[config.mk]
export PLATFORM = sky130hd
export DESIGN_NAME = led_sine_wave_shader
export DESIGN_NICKNAME = d
export VERILOG_FILES = /design/src/hdl/lsws_pkg.sv /design/src/hdl/led_sine_wave_shader.sv
export SDC_FILE = /design/constraint.sdc
export NUM_CORES = 2
export LEC_CHECK = 0
export ABC_AREA = 0
export ABC_CLOCK_PERIOD_IN_PS = 8800
export BUFFER_PORTS_ARGS = -buffer_cell sky130_fd_sc_hd__clkbuf_2
export CORE_MARGIN = 5
export CORE_UTILIZATION = 50
export CTS_BUF_LIST = sky130_fd_sc_hd__clkbuf_8 sky130_fd_sc_hd__clkbuf_16
export CTS_CLUSTER_DIAMETER = 200
export DETAILED_ROUTE_END_ITERATION = 8
export PLACE_DENSITY = 0.66
export SYNTH_ARGS = -nofsm -noshare
export SYNTH_HDL_FRONTEND = slang
export SYNTH_SLANG_ARGS = --single-unit
[constraint.sdc]
create_clock -name i_clk -period 8.8 [get_ports i_clk]
set_input_delay 0.44 -clock i_clk [delete_from_list [all_inputs] [get_ports i_clk]]
set_output_delay 0.44 -clock i_clk [all_outputs]
set_load 0.05 [all_outputs]
[src/hdl/lsws_pkg.sv]
// Shared types and constants for the LED sine wave shader.
// Holds the transfer item structs, the sequencer state type and the series constants.
// No dependencies.
`timescale 1ns / 1ps

package lsws_pkg;

    // One input item: the pixel position and the end of frame flag.
    typedef struct packed {
        logic [9:0] pixel_index;
        logic       end_of_frame;
    } t_in_item;

    // One result item: the echoed index and the shaded color.
    typedef struct packed {
        logic [9:0] pixel_out;
        logic [7:0] red;
        logic [7:0] green;
        logic [7:0] blue;
    } t_out_item;

    // Configuration register indexes.
    typedef logic [2:0] t_cfg_addr;
    localparam t_cfg_addr CFG_BASE_COLOR  = 3'd0;
    localparam t_cfg_addr CFG_INTENSITY   = 3'd1;
    localparam t_cfg_addr CFG_PIXEL_PHASE = 3'd2;
    localparam t_cfg_addr CFG_PHASE_STEP  = 3'd3;
    localparam t_cfg_addr CFG_REVERSE     = 3'd4;

    // Sequencer states. Each compute state consumes the product of the
    // operands loaded when it was entered.
    typedef enum logic [3:0] {
        ST_IDLE,
        ST_ANGLE,
        ST_XVAL,
        ST_XSQ,
        ST_DIV,
        ST_SPROD,
        ST_SINE,
        ST_FACTOR,
        ST_CHAN,
        ST_DONE
    } t_state;

    // Fixed point constants.
    localparam logic [30:0] Q30_ONE     = 31'd1073741824;
    localparam logic [31:0] HALF_PI_Q30 = 32'd1686629713;
    localparam logic [15:0] SINE_FLOOR  = 16'd163;
    localparam int          TURN_LIMIT  = 10;
    localparam logic [22:0] FACTOR_ONE  = 23'd4194304;

    // Series term index: terms divide by 110, 72, 42, 20 and 6 in that order.
    typedef logic [2:0] t_term;
    localparam t_term TERM_FIRST = 3'd0;
    localparam t_term TERM_LAST  = 3'd4;

    // Each division by a small constant d is a pre-shift by the power of two
    // in d, then a multiply by the rounded-up reciprocal of the odd rest and
    // a right shift. The shift is wide enough to make the quotient exact
    // for every partial product the series can produce.
    function automatic logic [1:0] term_pre(input t_term k);
        case (k)
            3'd0:    return 2'd1;
            3'd1:    return 2'd3;
            3'd2:    return 2'd1;
            3'd3:    return 2'd2;
            default: return 2'd1;
        endcase
    endfunction

    function automatic logic [31:0] term_mult(input t_term k);
        case (k)
            3'd0:    return 32'd2498890064;
            3'd1:    return 32'd954437177;
            3'd2:    return 32'd3272356036;
            3'd3:    return 32'd1717986919;
            default: return 32'd2863311531;
        endcase
    endfunction

    function automatic logic [5:0] term_shift(input t_term k);
        case (k)
            3'd0:    return 6'd37;
            3'd1:    return 6'd33;
            3'd2:    return 6'd36;
            3'd3:    return 6'd33;
            default: return 6'd33;
        endcase
    endfunction

endpackage

[src/hdl/led_sine_wave_shader.sv]
// LED sine wave shader: dims a base color along a moving sine wave.
// Depends on lsws_pkg for item structs, states and series constants.
//
// Usage: one pixel item enters on the input channel (i_in_valid, o_in_stall)
// and one colored result leaves on the output channel (o_out_valid,
// i_out_stall). A transfer happens at a rising edge with valid high and
// stall low. Configuration is written through i_cfg_we, i_cfg_addr and
// i_cfg_data while the block is idle: a rule for the user, not enforced.
// One item is worked at a time by a single 32 by 32 bit multiplier that a
// small sequencer reuses: angle, radian scaling, square, the five-term sine
// series with its constant divisions, intensity and three channel scales.
// A dimmed item runs through every state; one whose base color passes
// unchanged ends after the sine, one whose dimming factor bottoms out at
// zero after the factor, and one whose index lies beyond the strip skips
// every compute state. The result lands in an output register, so the next
// item is taken while a result still waits; a result held by i_out_stall
// only blocks the following result from being written out.
// Reset clears all configuration registers, the wave offset and o_out_valid.
`timescale 1ns / 1ps

module led_sine_wave_shader #(
    parameter int NUM_PIXELS = 256,
    parameter int PHASE_BITS = 12
) (
    input  logic               i_clk,
    input  logic               i_rst_n,
    input  logic               i_in_valid,
    output logic               o_in_stall,
    input  lsws_pkg::t_in_item i_in_data,
    output logic               o_out_valid,
    input  logic               i_out_stall,
    output lsws_pkg::t_out_item o_out_data,
    input  logic               i_cfg_we,
    input  lsws_pkg::t_cfg_addr i_cfg_addr,
    input  logic [23:0]        i_cfg_data
);

    // Offset width: ten turns plus one step, signed.
    localparam int OW = PHASE_BITS + 6;
    // Folded quarter-turn angle width: 0 up to one full quarter.
    localparam int QW = PHASE_BITS - 1;
    localparam logic [QW-1:0] QUARTER = QW'(1) << (PHASE_BITS - 2);
    localparam logic [OW-1:0] OFS_LIMIT = OW'(lsws_pkg::TURN_LIMIT * (2 ** PHASE_BITS));
    localparam logic [OW-1:0] OFS_BOUND = OW'(lsws_pkg::TURN_LIMIT * (2 ** PHASE_BITS) + 4096);
    localparam logic [1:0] CH_LAST = 2'd2;

    // Configuration registers.
    logic [23:0] r_base_color;
    logic [8:0]  r_intensity;
    logic [11:0] r_pixel_phase;
    logic [11:0] r_phase_step;
    logic        r_reverse;

    // Sequencer and item state.
    lsws_pkg::t_state r_state, n_state;
    logic             r_mw, n_mw;
    lsws_pkg::t_term  r_term, n_term;
    logic [1:0]       r_ch, n_ch;
    logic [9:0]       r_idx, n_idx;
    logic             r_eof, n_eof;
    logic             r_neg, n_neg;
    logic [30:0]      r_x, n_x;
    logic [31:0]      r_x2, n_x2;
    logic [22:0]      r_factor, n_factor;
    logic [7:0]       r_red, n_red;
    logic [7:0]       r_green, n_green;
    logic [7:0]       r_blue, n_blue;
    logic signed [OW-1:0] r_offset, n_offset;

    // Shared multiplier operands and product.
    logic [31:0] r_opa, n_opa;
    logic [31:0] r_opb, n_opb;
    logic [63:0] r_prod;

    // Output register.
    logic                r_ov, n_ov;
    lsws_pkg::t_out_item r_out, n_out;

    // Decoded conditions shared by the next state and datapath logic.
    logic                  w_in_xfer;
    logic                  w_beyond;
    logic                  w_out_free;
    logic [PHASE_BITS-1:0] w_angle;
    logic [PHASE_BITS-3:0] w_rem;
    logic [QW-1:0]         w_q;
    logic [30:0]           w_quot;
    logic [30:0]           w_t;
    logic [31:0]           w_sprod;
    logic [31:0]           w_round;
    logic [15:0]           w_v;
    logic                  w_shade;
    logic                  w_factor_pos;
    logic [OW-1:0]         w_mag;
    logic [OW-1:0]         w_step;

    assign o_in_stall  = (r_state != lsws_pkg::ST_IDLE);
    assign o_out_valid = r_ov;
    assign o_out_data  = r_out;

    // Handshake and condition decode.
    always_comb begin
        w_in_xfer    = i_in_valid && !o_in_stall;
        w_beyond     = ({1'b0, i_in_data.pixel_index} >= 11'(NUM_PIXELS));
        w_out_free   = !r_ov || !i_out_stall;
        w_angle      = r_prod[PHASE_BITS-1:0] + r_offset[PHASE_BITS-1:0];
        w_rem        = w_angle[PHASE_BITS-3:0];
        w_q          = w_angle[PHASE_BITS-2] ? (QUARTER - {1'b0, w_rem}) : {1'b0, w_rem};
        w_quot       = 31'(r_prod >> lsws_pkg::term_shift(r_term));
        w_t          = lsws_pkg::Q30_ONE - w_quot;
        w_sprod      = r_prod[61:30];
        w_round      = w_sprod + 32'd32768;
        w_v          = w_round[31:16];
        w_shade      = !r_neg && (w_v > lsws_pkg::SINE_FLOOR);
        w_factor_pos = (r_prod[24:0] < 25'(lsws_pkg::FACTOR_ONE));
        w_mag        = r_offset[OW-1] ? OW'(-r_offset) : OW'(r_offset);
        w_step       = {{(OW-12){1'b0}}, r_phase_step};
    end

    // Next state.
    always_comb begin
        n_state = r_state;
        case (r_state)
            lsws_pkg::ST_IDLE: begin
                if (w_in_xfer) begin
                    n_state = w_beyond ? lsws_pkg::ST_DONE : lsws_pkg::ST_ANGLE;
                end
            end
            lsws_pkg::ST_ANGLE: begin
                if (!r_mw) n_state = lsws_pkg::ST_XVAL;
            end
            lsws_pkg::ST_XVAL: begin
                if (!r_mw) n_state = lsws_pkg::ST_XSQ;
            end
            lsws_pkg::ST_XSQ: begin
                if (!r_mw) n_state = lsws_pkg::ST_DIV;
            end
            lsws_pkg::ST_DIV: begin
                if (!r_mw) begin
                    n_state = (r_term == lsws_pkg::TERM_LAST) ? lsws_pkg::ST_SINE
                                                              : lsws_pkg::ST_SPROD;
                end
            end
            lsws_pkg::ST_SPROD: begin
                if (!r_mw) n_state = lsws_pkg::ST_DIV;
            end
            lsws_pkg::ST_SINE: begin
                if (!r_mw) n_state = w_shade ? lsws_pkg::ST_FACTOR : lsws_pkg::ST_DONE;
            end
            lsws_pkg::ST_FACTOR: begin
                if (!r_mw) n_state = w_factor_pos ? lsws_pkg::ST_CHAN : lsws_pkg::ST_DONE;
            end
            lsws_pkg::ST_CHAN: begin
                if (!r_mw && r_ch == CH_LAST) n_state = lsws_pkg::ST_DONE;
            end
            lsws_pkg::ST_DONE: begin
                if (w_out_free) n_state = lsws_pkg::ST_IDLE;
            end
            default: n_state = lsws_pkg::ST_IDLE;
        endcase
    end

    // Datapath and outputs: operand loading, result capture, offset advance.
    always_comb begin
        n_term   = r_term;
        n_ch     = r_ch;
        n_idx    = r_idx;
        n_eof    = r_eof;
        n_neg    = r_neg;
        n_x      = r_x;
        n_x2     = r_x2;
        n_factor = r_factor;
        n_red    = r_red;
        n_green  = r_green;
        n_blue   = r_blue;
        n_offset = r_offset;
        n_opa    = r_opa;
        n_opb    = r_opb;
        n_ov     = r_ov && i_out_stall;
        n_out    = r_out;
        // A product is awaited whenever the sequencer moves into or stays
        // in a compute state after acting.
        n_mw     = (n_state != lsws_pkg::ST_IDLE) && (n_state != lsws_pkg::ST_DONE)
                   && (r_state == lsws_pkg::ST_IDLE || !r_mw);

        case (r_state)
            lsws_pkg::ST_IDLE: begin
                if (w_in_xfer) begin
                    n_idx   = i_in_data.pixel_index;
                    n_eof   = i_in_data.end_of_frame;
                    n_red   = 8'd0;
                    n_green = 8'd0;
                    n_blue  = 8'd0;
                    n_opa   = 32'(i_in_data.pixel_index);
                    n_opb   = 32'(r_pixel_phase);
                end
            end
            lsws_pkg::ST_ANGLE: begin
                // Fold the angle into the first quadrant.
                if (!r_mw) begin
                    n_neg = w_angle[PHASE_BITS-1];
                    n_opa = 32'(w_q);
                    n_opb = lsws_pkg::HALF_PI_Q30;
                end
            end
            lsws_pkg::ST_XVAL: begin
                // Radians in Q30, then square.
                if (!r_mw) begin
                    n_x   = r_prod[PHASE_BITS-2 +: 31];
                    n_opa = 32'(r_prod[PHASE_BITS-2 +: 31]);
                    n_opb = 32'(r_prod[PHASE_BITS-2 +: 31]);
                end
            end
            lsws_pkg::ST_XSQ: begin
                // First series term divides x squared by its constant.
                if (!r_mw) begin
                    n_x2   = w_sprod;
                    n_term = lsws_pkg::TERM_FIRST;
                    n_opa  = w_sprod >> lsws_pkg::term_pre(lsws_pkg::TERM_FIRST);
                    n_opb  = lsws_pkg::term_mult(lsws_pkg::TERM_FIRST);
                end
            end
            lsws_pkg::ST_DIV: begin
                // Term value t = 1 - quotient; feed it to the next product.
                if (!r_mw) begin
                    n_opa = (r_term == lsws_pkg::TERM_LAST) ? 32'(r_x) : r_x2;
                    n_opb = 32'(w_t);
                end
            end
            lsws_pkg::ST_SPROD: begin
                // x squared times t, then divide by the next constant.
                if (!r_mw) begin
                    n_term = r_term + 3'd1;
                    n_opa  = w_sprod >> lsws_pkg::term_pre(r_term + 3'd1);
                    n_opb  = lsws_pkg::term_mult(r_term + 3'd1);
                end
            end
            lsws_pkg::ST_SINE: begin
                // Round the sine to Q2.14 and pick pass or dim.
                if (!r_mw) begin
                    n_red   = r_base_color[23:16];
                    n_green = r_base_color[15:8];
                    n_blue  = r_base_color[7:0];
                    n_opa   = 32'(w_v);
                    n_opb   = 32'(r_intensity);
                end
            end
            lsws_pkg::ST_FACTOR: begin
                // A factor at or below zero blanks the pixel.
                if (!r_mw) begin
                    n_factor = lsws_pkg::FACTOR_ONE - r_prod[22:0];
                    n_ch     = 2'd0;
                    n_opa    = 32'(r_base_color[23:16]);
                    n_opb    = 32'(lsws_pkg::FACTOR_ONE - r_prod[22:0]);
                    if (!w_factor_pos) begin
                        n_red   = 8'd0;
                        n_green = 8'd0;
                        n_blue  = 8'd0;
                    end
                end
            end
            lsws_pkg::ST_CHAN: begin
                // Scale one channel per product.
                if (!r_mw) begin
                    n_ch  = r_ch + 2'd1;
                    n_opb = 32'(r_factor);
                    case (r_ch)
                        2'd0: begin
                            n_red = r_prod[22 +: 8];
                            n_opa = 32'(r_base_color[15:8]);
                        end
                        2'd1: begin
                            n_green = r_prod[22 +: 8];
                            n_opa   = 32'(r_base_color[7:0]);
                        end
                        default: begin
                            n_blue = r_prod[22 +: 8];
                        end
                    endcase
                end
            end
            lsws_pkg::ST_DONE: begin
                // Hand the result to the output register; at a frame end, move or recenter the wave.
                if (w_out_free) begin
                    n_ov            = 1'b1;
                    n_out.pixel_out = r_idx;
                    n_out.red       = r_red;
                    n_out.green     = r_green;
                    n_out.blue      = r_blue;
                    if (r_eof) begin
                        if (w_mag >= OFS_LIMIT) begin
                            n_offset = '0;
                        end else if (r_reverse) begin
                            n_offset = r_offset + $signed(w_step);
                        end else begin
                            n_offset = r_offset - $signed(w_step);
                        end
                    end
                end
            end
            default: begin
                n_mw = 1'b0;
            end
        endcase
    end

    // Control registers and configuration.
    always_ff @(posedge i_clk) begin
        if (!i_rst_n) begin
            r_state       <= lsws_pkg::ST_IDLE;
            r_mw          <= 1'b0;
            r_ov          <= 1'b0;
            r_offset      <= '0;
            r_term        <= lsws_pkg::TERM_FIRST;
            r_ch          <= 2'd0;
            r_base_color  <= '0;
            r_intensity   <= '0;
            r_pixel_phase <= '0;
            r_phase_step  <= '0;
            r_reverse     <= 1'b0;
        end else begin
            r_state  <= n_state;
            r_mw     <= n_mw;
            r_ov     <= n_ov;
            r_offset <= n_offset;
            r_term   <= n_term;
            r_ch     <= n_ch;
            if (i_cfg_we) begin
                case (i_cfg_addr)
                    lsws_pkg::CFG_BASE_COLOR:  r_base_color  <= i_cfg_data;
                    lsws_pkg::CFG_INTENSITY:   r_intensity   <= i_cfg_data[8:0];
                    lsws_pkg::CFG_PIXEL_PHASE: r_pixel_phase <= i_cfg_data[11:0];
                    lsws_pkg::CFG_PHASE_STEP:  r_phase_step  <= i_cfg_data[11:0];
                    lsws_pkg::CFG_REVERSE:     r_reverse     <= i_cfg_data[0];
                    default: ;
                endcase
            end
        end
    end

    // Payload registers and the shared multiplier.
    always_ff @(posedge i_clk) begin
        r_idx    <= n_idx;
        r_eof    <= n_eof;
        r_neg    <= n_neg;
        r_x      <= n_x;
        r_x2     <= n_x2;
        r_factor <= n_factor;
        r_red    <= n_red;
        r_green  <= n_green;
        r_blue   <= n_blue;
        r_opa    <= n_opa;
        r_opb    <= n_opb;
        r_out    <= n_out;
        r_prod   <= 64'(r_opa) * 64'(r_opb);
    end

    // An accepted item starts the angle product or goes straight to output.
    a_accept_start: assert property (@(posedge i_clk) disable iff (!i_rst_n)
        w_in_xfer |=> (r_state == lsws_pkg::ST_ANGLE || r_state == lsws_pkg::ST_DONE))
        else $error("accepted item did not start the sequencer");

    // The product wait lasts exactly one cycle.
    a_mul_wait: assert property (@(posedge i_clk) disable iff (!i_rst_n)
        r_mw |=> !r_mw)
        else $error("multiplier wait held longer than one cycle");

    // The series index never runs past the last term.
    a_term_range: assert property (@(posedge i_clk) disable iff (!i_rst_n)
        r_term <= lsws_pkg::TERM_LAST)
        else $error("series term index out of range");

    // A new result only comes from the finishing state.
    a_out_source: assert property (@(posedge i_clk) disable iff (!i_rst_n)
        $rose(r_ov) |-> $past(r_state) == lsws_pkg::ST_DONE)
        else $error("result written outside the finishing state");

    // The wave offset stays within ten turns plus one step.
    a_offset_bound: assert property (@(posedge i_clk) disable iff (!i_rst_n)
        w_mag < OFS_BOUND)
        else $error("wave offset out of bounds");

endmodule

# == Word level (Yosys, flattened, before mapping) ==
# Cells that the tools add are included.
# word_totals
wordCells,195
output_inout_bits,36
mem_bits_ro,0
memories,0
ramBits,0
ff_bits,371
latch_bits,0
# classes
n_mul,1
div_mod_pow,0
muxes,67
n_reduce_logical,47
n_bitwise,1
n_shift,2
eq_ne,35
n_lt_le_gt_ge,4
n_addsub,11
# ops
cell,n
32-bit 2-to-1 mux,18
32-bit case mux with 9 select lines,2
32-bit case mux with 4 select lines,1
8-bit 2-to-1 mux,12
8-bit case mux with 4 select lines,3
32-bit by 32-bit multiplier with 64-bit output,1
32-bit case mux with 2 select lines,1
64-bit by 6-bit right shift with 31-bit output,1
18-bit 2-to-1 mux,3
4-bit 2-to-1 mux,11
4-bit case mux with 9 select lines,1
32-bit by 16-bit adder with 32-bit output (second input constant),1
32-bit by 2-bit right shift with 32-bit output,1
31-bit subtractor (first input constant),1
2-bit != test (second input constant),13
25-bit by 23-bit less-than comparator with 1-bit output (second input constant),1
2-bit AND reduction,12
23-bit by 23-bit subtractor with 24-bit output (first input constant),1
23-bit subtractor (first input constant),1
7-bit AND reduction,3
18-bit by 13-bit adder with 18-bit output,1
18-bit by 16-bit greater-or-equal comparator with 1-bit output (second input constant),1
18-bit negation,1
18-bit by 13-bit subtractor with 18-bit output,1
38 further kinds,76

# == Longest topological paths before layout ==
# logic_depth
depth_word,9
mapped_depth,29

# == Worst setup path after synthesis ==
# No wires, ideal clock.
# synth_path
path_kind,reg2reg
start,reg r_opb[2]
end,reg r_prod[54]
n_path_buf,2
required_ns,8.676
synth_period_minus_slack_ns,6.920
path_stages_with_launch,26
setup_slack_ns,1.880
arrival_time_ns,6.796
path_cell_list,edfxtp_1 -> clkbuf_1 -> and2_1 -> fa_1 -> inv_1 -> fa_1 -> fa_1 -> fa_1 -> inv_1 -> fa_1 -> inv_1 -> fa_1 -> inv_1 -> fa_1 -> fa_1 -> ha_1 -> clkbuf_1 -> a21o_1 -> nand2_1 -> a311oi_1 -> o21ai_0 -> a311oi_1 -> nor3_1 -> nor2_1 -> a31oi_1 -> xnor2_1
# synth_via
elab_chain_cells,1
# synth_rtl
element,line,text
from (decl),led_sine_wave_shader.sv:72,"logic [31:0] r_opb, n_opb;"
from (signal assigned),led_sine_wave_shader.sv:352,r_opb <= n_opb;
32-bit by 32-bit multiplier with 64-bit output,led_sine_wave_shader.sv:354,r_prod <= 64'(r_opa) * 64'(r_opb);
to (signal assigned),led_sine_wave_shader.sv:354,
to (decl),led_sine_wave_shader.sv:73,logic [63:0] r_prod;
# Every way passes these cells.
# A chain may end at the register's enable or synchronous reset.

# == Worst setup path after layout ==
# layout_path
start,reg r_opb[6]
end,reg r_prod[54]
# Same word-level chain as after synthesis.

==> out/metrics.cfg <==
[run_status]
outcome = completed

[synthesis]
yosysTopAreaCell = fa_1
synth.net_count = 6748
synth_top_area_share_pct = 34.9
syn_inst = 5503
synth_area_per_cell_sq_um = 9.36
synth_top_flop_cell = edfxtp_1
synth_top_cells_by_area = fa_1, edfxtp_1, and2_1
async_flop_share_pct = 0
synth-edff-count = 220
ys_ff_latch = 371
synthMostInstantiatedCell = inv_1
ys_warn_count = 0
synth_area_sq_mm = 0.0515
yosysUniqueCellTypes = 87
ys_seq_area_share_pct = 18.7
synth_common_cells = inv_1, fa_1, nand2_1, and2_1, ha_1

[layout]
layout-drive-gt1-share_pct = 5.55
n_antenna_cell = 0
final_nets = 6655
syn_to_final_growth_pct = 6.16

[sta]
rsz0062_at_grt = false
period_share_pct = 93.7
final_hold_viol_count = 0
fmax_mhz = 121
slew_viol_final = 0
period_minus_slack_ns = 8.25
finClkSkew_ns = 0.0178
setup_tns_ns = 0
tightest_slew_ns = 1.32
setup_viol = 0
slew_headroom_pct = 11.7

[detailed_routing]
wl_per_cell_microns = 21.2
vias = 38000
first_pass_iters = 6
ant_nets = 0
wirelength_mm = 144
drt-initial-drc-count = 2978
drt-vias-per-instance = 5.58
post-route-drc-count = 0

[setup_path]
startpoint_type = flip-flop
reg2reg_setup_slack_ns = 0.55
rr_startpoint = r_opb[6]
r2r-end = r_prod[54]
end_kind = flip-flop
required_ns = 9.25
path_max_fanout = 32
reg2reg_depth = 24
crit_type = flip-flop to flip-flop
arrival_ns = 8.69

[floorplan]
initial_utilization_pct = 50.5
core_area_sq_mm = 0.102
fp.dieH_microns = 331
die-area_sq_mm = 0.110
ios = 79
die_width_microns = 331
rows = 117

[hold_path]
hold_depth = 1
hold_class = input port to flip-flop
min_from = i_in_data[0]
min_to = r_eof

[clock_network]
cts_resized = 0
clockRootBuffer = clkbuf_16
cts_num_sinks = 371
clkLatencyLatePin_ns = 0.57
cts_setup_buffers = 0
cts_buffers = 42
cts_tree = yes
cts-htree-levels = 2
cts_buffer_depth = 3
holdBufCountCts = 0
clk_pin_slew_ns = 0.06

[placed_design]
dpl.hpwl_mm = 114
gp_congestion = 0.951
port_buffers = 78

[grt]
antenna_found_initial = 5
grt_pass1_vias = 40100
grt_pass1_wl_mm = 229
track_usage_pct = 26.9
grt_overflow = 0
grt_max_degree = 92

[job]
max-cap-violations = 0

==> flip-flops by register name, indices dropped and copies added, names as in the netlist, 2 cells and up <==
name           count
r_opa             32
r_x               31
r_red              8
r_factor          23
r_pixel_phase     12
r_intensity        9
r_opb             32
r_ch               2
r_prod            64
r_blue             8
r_idx             10
r_term             3
r_state            4
r_green            8
o_out_data        34
r_offset          18
r_base_color      24
r_phase_step      12
r_x2              32
==> through the flow <==
step | utilization, % | instances | hold WS, ns | area [sq um] | setup slack, ns
after floorplan | - | 5503 | 0.400 | 51500 | 1.88
after global placement | 52.2 | 6734 | 0.402 | 53300 | 0.675
after detailed placement | 52.2 | 6734 | 0.405 | 53300 | 0.657
after CTS | 53.6 | 6811 | 0.0474 | 54700 | 0.596
after global routing | 53.6 | 6811 | 0.0568 | 54700 | 0.180
final | 53.6 | 6811 | 0.0736 | 54700 | 0.552
==> per-layer routing <==
| metal | wire [microns] | vias up | track usage (%) |
|---|---|---|---|
| met1 | 60300 | 19200 | 37.0 |
| li1 | - | 17000 | - |
| met4 | 5000 | 2 | 7.88 |
| met2 | 66600 | 1526 | 44.0 |
| met3 | 12200 | 308 | 4.93 |
| met5 | 6 | - | 0 |
==> how the worst max path moves through the flow <==
stage               startpoint          to  slack (ns)  depth (start not counted)
floorplan             r_opb[2]  r_prod[54]        1.88                         25
global placement      r_opb[6]  r_prod[54]        0.67                         24
detailed placement   r_opb[11]  r_prod[58]        0.66                         22
CTS                   r_opb[6]  r_prod[54]        0.60                         24
global route          r_opb[6]  r_prod[54]        0.18                         24
finish                r_opb[6]  r_prod[54]        0.55                         24
==> worst max-delay path, cell delays in order, from the launching register on <==
cell	delay (ns)
edfxtp_1	0.99
and2_1	0.26
fa_1	0.44
fa_1	0.49
fa_1	0.54
inv_1	0.05
fa_1	0.48
inv_1	0.06
fa_1	0.48
fa_1	0.50
fa_1	0.53
inv_1	0.06
fa_1	0.47
inv_1	0.04
ha_1	0.38
and2_1	0.21
nand3_1	0.11
a311oi_1	0.48
o21ai_0	0.18
a311oi_1	0.58
nor3_1	0.14
buf_4	0.18
nor2_1	0.20
a31oi_1	0.13
xnor2_1	0.14
==> layout by cell type (no fill, tap or decap), types with 15 or more instances in the layout <==
| master | instances |
|---|---|
| a211oi_1 | 19 |
| a21boi_0 | 65 |
| o21ai_1 | 22 |
| buf_4 | 107 |
| ha_1 | 304 |
| a221oi_1 | 25 |
| clkbuf_16 | 45 |
| mux2i_1 | 72 |
| a21oi_1 | 191 |
| and2_1 | 621 |
| a31oi_1 | 19 |
| a21o_1 | 30 |
| nand3_1 | 49 |
| nand4_1 | 27 |
| a22oi_1 | 22 |
| clkbuf_2 | 78 |
| nor2_1 | 146 |
| o211ai_1 | 15 |
| inv_1 | 910 |
| nand2_1 | 797 |
| nor2b_1 | 41 |
| nor3_1 | 39 |
| xor2_1 | 65 |
| fa_1 | 898 |
| edfxtp_1 | 220 |
| dfxtp_1 | 151 |
| o21a_1 | 17 |
| o21ai_0 | 95 |
| and3_1 | 20 |
| xnor2_1 | 94 |
==> kinds of logic after synthesis <==
kind of cell | after synthesis | synth area share (%)
simple gates | 1823 | 17.5
flops | 371 | 18.7
buf+inv | 1223 | 8.99
compound gates | 632 | 7.96
fa+ha+maj | 1202 | 42.3
xor+xnor | 160 | 2.72
mux | 92 | 1.85
==> area by class of cell <==
cell class	instances	area (sq um)
multi-input cells	3909	37300
clock buffers	51	1210
flip-flops and latches	371	9630
repair buffers	186	1210
fillers	9281	47300
well taps	1368	1710
clock inverters	26	234
inverters	900	3380
Power is left out: the tool's default activity adds up to more than one toggle a clock period on the data nets, which glitch-free logic cannot reach.
